$ cat src/rtl/core/lpht_pkg.sv
// lpht_pkg: shared types and constants of the linear probing hash table
// field widths, register indexes, request and status codes, controller states
// no dependencies
package lpht_pkg;

    localparam int KEY_W       = 31;
    localparam int CFG_W       = 11;
    localparam int CFG_IDX_W   = 1;
    localparam int SLOT_W      = 10;
    localparam int STATUS_W    = 2;
    localparam int ENTRY_W     = KEY_W + 1;
    localparam int STEP_CNT_W  = $clog2(KEY_W);

    localparam int DEF_CAPACITY = 1024;

    localparam logic [CFG_W-1:0] RST_SLOTS_IN_USE = 11'd1024;
    localparam logic [CFG_W-1:0] RST_HASH_DIVISOR = 11'd1021;

    localparam logic [CFG_IDX_W-1:0] CFG_SLOTS_IN_USE = 1'd0;
    localparam logic [CFG_IDX_W-1:0] CFG_HASH_DIVISOR = 1'd1;

    localparam logic REQ_INSERT = 1'b0;
    localparam logic REQ_SEARCH = 1'b1;

    localparam logic [STATUS_W-1:0] STATUS_INSERTED  = 2'd0;
    localparam logic [STATUS_W-1:0] STATUS_FOUND     = 2'd1;
    localparam logic [STATUS_W-1:0] STATUS_NOT_FOUND = 2'd2;
    localparam logic [STATUS_W-1:0] STATUS_FULL      = 2'd3;

    typedef enum logic [2:0] {
        ST_CLEAR,
        ST_IDLE,
        ST_HASH,
        ST_PROBE,
        ST_DONE
    } state_t;

endpackage

$ cat src/rtl/core/lpht_mod_div.sv
// lpht_mod_div: restoring remainder unit, one dividend bit per cycle
// depends on lpht_pkg for the key and divisor widths
module lpht_mod_div (
    input  logic                        clk,
    input  logic                        rst_n,
    input  logic                        start,
    input  logic [lpht_pkg::KEY_W-1:0]  dividend,
    input  logic [lpht_pkg::CFG_W-1:0]  divisor,
    output logic                        done,
    output logic [lpht_pkg::CFG_W-1:0]  remainder
);

    localparam int KW = lpht_pkg::KEY_W;
    localparam int DW = lpht_pkg::CFG_W;
    localparam int CW = lpht_pkg::STEP_CNT_W;

    logic          busy_reg, busy_next;
    logic          done_reg, done_next;
    logic [CW-1:0] cnt_reg, cnt_next;
    logic [KW-1:0] num_reg, num_next;
    logic [DW-1:0] den_reg, den_next;
    logic [DW-1:0] rem_reg, rem_next;
    logic [DW:0]   trial;
    logic          last;

    assign trial = {rem_reg, num_reg[KW-1]};
    assign last  = (cnt_reg == CW'(KW - 1));

    always_comb
    begin
        busy_next = busy_reg;
        done_next = 1'b0;
        cnt_next  = cnt_reg;
        num_next  = num_reg;
        den_next  = den_reg;
        rem_next  = rem_reg;
        if (start)
        begin
            busy_next = 1'b1;
            cnt_next  = '0;
            num_next  = dividend;
            den_next  = divisor;
            rem_next  = '0;
        end
        else if (busy_reg)
        begin
            num_next = {num_reg[KW-2:0], 1'b0};
            if (trial >= {1'b0, den_reg})
                rem_next = DW'(trial - {1'b0, den_reg});
            else
                rem_next = DW'(trial);
            cnt_next = cnt_reg + CW'(1);
            if (last)
            begin
                busy_next = 1'b0;
                done_next = 1'b1;
            end
        end
    end

    always_ff @(posedge clk or negedge rst_n)
    begin
        if (!rst_n)
        begin
            busy_reg <= 1'b0;
            done_reg <= 1'b0;
            cnt_reg  <= '0;
        end
        else
        begin
            busy_reg <= busy_next;
            done_reg <= done_next;
            cnt_reg  <= cnt_next;
        end
    end

    always_ff @(posedge clk)
    begin
        num_reg <= num_next;
        den_reg <= den_next;
        rem_reg <= rem_next;
    end

    assign done      = done_reg;
    assign remainder = rem_reg;

endmodule

$ cat config.mk
export PLATFORM = sky130hd
export DESIGN_NAME = lpht_mod_div
export DESIGN_NICKNAME = d
export VERILOG_FILES = /design/src/rtl/core/lpht_pkg.sv /design/src/rtl/core/lpht_mod_div.sv
export SDC_FILE = /design/constraint.sdc
export NUM_CORES = 1
export LEC_CHECK = 0
export BUFFER_PORTS_ARGS = -buffer_cell sky130_fd_sc_hd__buf_2
export CAP_MARGIN = 20
export CORE_ASPECT_RATIO = 2
export CORE_MARGIN = 2
export CORE_UTILIZATION = 50
export CTS_BUF_LIST = sky130_fd_sc_hd__clkbuf_4
export DETAILED_ROUTE_END_ITERATION = 16
export PLACE_DENSITY = 0.73
export RECOVER_POWER = 50
export SKIP_CTS_REPAIR_TIMING = 1
export SLEW_MARGIN = 20
export SYNTH_ARGS = -nofsm -noshare
export SYNTH_HDL_FRONTEND = slang
export SYNTH_SLANG_ARGS = --single-unit
$ cat constraint.sdc
create_clock -name clk -period 3.01 [get_ports clk]
set_input_delay 0.4515 -clock clk [delete_from_list [all_inputs] [get_ports clk]]
set_output_delay 0.4515 -clock clk [all_outputs]
set_load 0.005 [all_outputs]
==> reports/qor.yml <==
clock_tree:
  numClockSinks: 60
  insertion_delay_ns: 0.40
  cts_tree: "yes"
  clkTransAtPathRegs_ns: 0.11
  htree_levels: 3
  clk_path_buf_depth: 2
  root_buffer: "clkbuf_4"
  cts_made_buffers: 9
power:
  cellPowerDensity_nw_per_um2: 738
  leakage_uw: 0.00154
  vdd_drop_max_mv: 0.393
  total_power_uw: 2630
logic_synthesis:
  syn_inst: 256
  ys_seq_area_share_pct: 54.3
  yosysWarningCount: 0
  synth_edf_count: 42
  syn_area_sq_um: 3050
  syn_avg_cell_area_sq_um: 11.9
  ys_seq_elements: 60
  async_flop_share_pct: 11.7
  netlist_top_cells_area: "edfxtp_1 (41%), mux2_2 (11%), dfxtp_1 (7.2%)"
  synth_top_area_share_pct: 41.3
  ys_types: 47
  synth_nets: 315
  synth_ff_type: "edfxtp_1"
  synth_top_area_cell: "edfxtp_1"
timing:
  final.setup_skew_ns: 0.00855
  finalHoldViolCount: 0
  relSlewSlack_pct: -37.9
  setup_viol: 0
  layout_min_cycle_time_ns: 2.67
  worstMarginPinSlew_ns: 2.07
  drv_slew: 72
  period_share_pct: 88.8
  whs_ns: 0.215
  rsz0062_at_grt: "no"
  setup_tns_ns: 0
  clock.fmax_mhz: 374
critical_path:
  path_max_fanout: 6
  slowest_delay_ns: 0.39
  critPathRequiredTime_ns: 3.28
  worstSetupPathType: "flop to flop"
  endpoint_kind: "flop"
  worstPathCellList: "inv_1 -> ha_1 -> fa_1 -> nand2b_1 -> a21oi_1 -> o211a_1 -> o2111ai_1 -> buf_4 -> a21boi_0 -> a211oi_1"
  critical_path_arrival_ns: 2.94
  r2r_start: "num_reg[30]"
  cp-start-kind: "flop"
  crit_slowest_cell: "fa_1"
  reg2reg_slack_ns: 0.34
  r2r_end: "remainder[5]"
  r2r_cells: 10
global_routing:
  grt_pass1_wl_um: 9740
  grt_pass1_vias: 2140
  grt_start_max_net_pins: 40
  grt-ovfl-total: 0
  met3_usage_pct: 4.52
  met1_usage_pct: 20.2
  antenna_found_initial: 0
  top_usage_layer: "met2"
  track_usage_pct: 19.7
  use_met2_pct: 35.2
layout:
  syn2layout_area_growth_pct: 16.6
  nets: 376
  final_cells: 385
  layout-drive-gt1-share_pct: 32.9
  largest_register_ff_count: 31
  layout_commonest_cell: "buf_2"
  utilization_pct: 59.8
  insertedDiodeCount: 0
  most-common-layout-cells: "buf_2 (54), edfxtp_1 (42), mux2_2 (31), nor2_1 (20), inv_1 (16)"
route:
  viasPerCell: 5.70
  vias: 2193
  wire_per_inst_um: 16.1
  drtIter0Drc: 87
  ant_nets: 0
  drc_errors: 0
  first_pass_iters: 4
  routed_wl_um: 6200
placement:
  numPortBuffers: 56
  numPlacedInstances: 368
  hpwl_um: 4570
  gp_congestion: 0.853
die:
  row_count: 40
  ioPinCount: 57
  core_area_sq_um: 5960
  die_height_um: 114
  fp.dieW_um: 59.2
  dieArea_sq_um: 6780
  initial_utilization_pct: 51.2
run_status:
  outcome: "complete, but fails checks"
  violations: "max-capacitance violations, max-slew violations"
hold_path:
  min-delay-start: "divisor[7]"
  hp-class: "input port to flop"
  holdPathStages: 1
  whs_endpoint: "den_reg[7]"
run:
  cap_violations: 2
## worst max-delay path: cells and delay by family (launching register included)
family / cells / cell delay (ns)
fa+ha+maj: 2 / 0.61
buf+inv: 2 / 0.32
simple gates: 1 / 0.19
flops: 1 / 0.37
compound gates: 5 / 1.06
## cells in the mapped netlist (all sizes together), types with 2 or more instances
cell,instances
edfxtp,42
mux2,31
nor2,21
inv,16
o21ai,14
ha,13
dfxtp,11
a21oi,9
clkbuf,9
nand2,9
nand3,8
a311oi,7
dfrtp,7
nand2b,6
xor2,5
a211oi,4
xnor2,4
buf,3
nand4,3
nor2b,3
a211o,2
a21o,2
and3,2
nor3b,2
o2111ai,2
o21a,2
o311ai,2
o32ai,2
## layout make-up
class | count | area (sq um)
clock buffers | 9 | 67.6
clock inverters | 7 | 91.3
fillers | 529 | 2400
inverters | 16 | 60.1
multi-input cells | 168 | 1290
flip-flops and latches | 60 | 1660
well taps | 63 | 78.8
repair buffers | 62 | 318
## where the power goes
| group | switching, uW | internal (uW) | leakage, uW |
|---|---|---|---|
| logic | 477 | 408 | 0.000832 |
| clock network | 304 | 334 | 0.0000857 |
| registers | 94.3 | 1010 | 0.000618 |
## per-layer routing
metal	vias up	wire length, um
li1	1080	-
met1	1047	2300
met2	52	3510
met3	14	228
met4	0	153
met5	-	0
## cell families after synthesis
logic type | count (synthesis) | share of synthesized area (%)
flip-flops | 60 | 54.3
AND/OR/NAND/NOR | 59 | 9.55
AO/OA/AOI/OAI | 54 | 12.3
multiplexers | 32 | 11.8
buffers and inverters | 28 | 3.53
adder cells (fa/ha/maj) | 14 | 5.99
XOR/XNOR | 9 | 2.58
## worst max-delay path by stage
stage                      from      endpoint  slack (ns)  cells after the start
finish              num_reg[30]  remainder[5]        0.34                     10
global route        num_reg[30]  remainder[0]        0.16                     10
CTS                 num_reg[30]  remainder[5]        0.41                     10
detailed placement  num_reg[30]  remainder[5]        0.42                     10
global placement    num_reg[30]  remainder[0]        0.50                     10
floorplan           num_reg[30]  remainder[0]        0.80                     10
## stage by stage
step,worst slack [ns],area (sq um)
CTS,0.406,3560
finish,0.338,3560
global placement,0.501,3400
global route,0.164,3560
floorplan,0.803,3050
detailed placement,0.419,3400
Note: power is estimated with default switching activity, not from simulation.
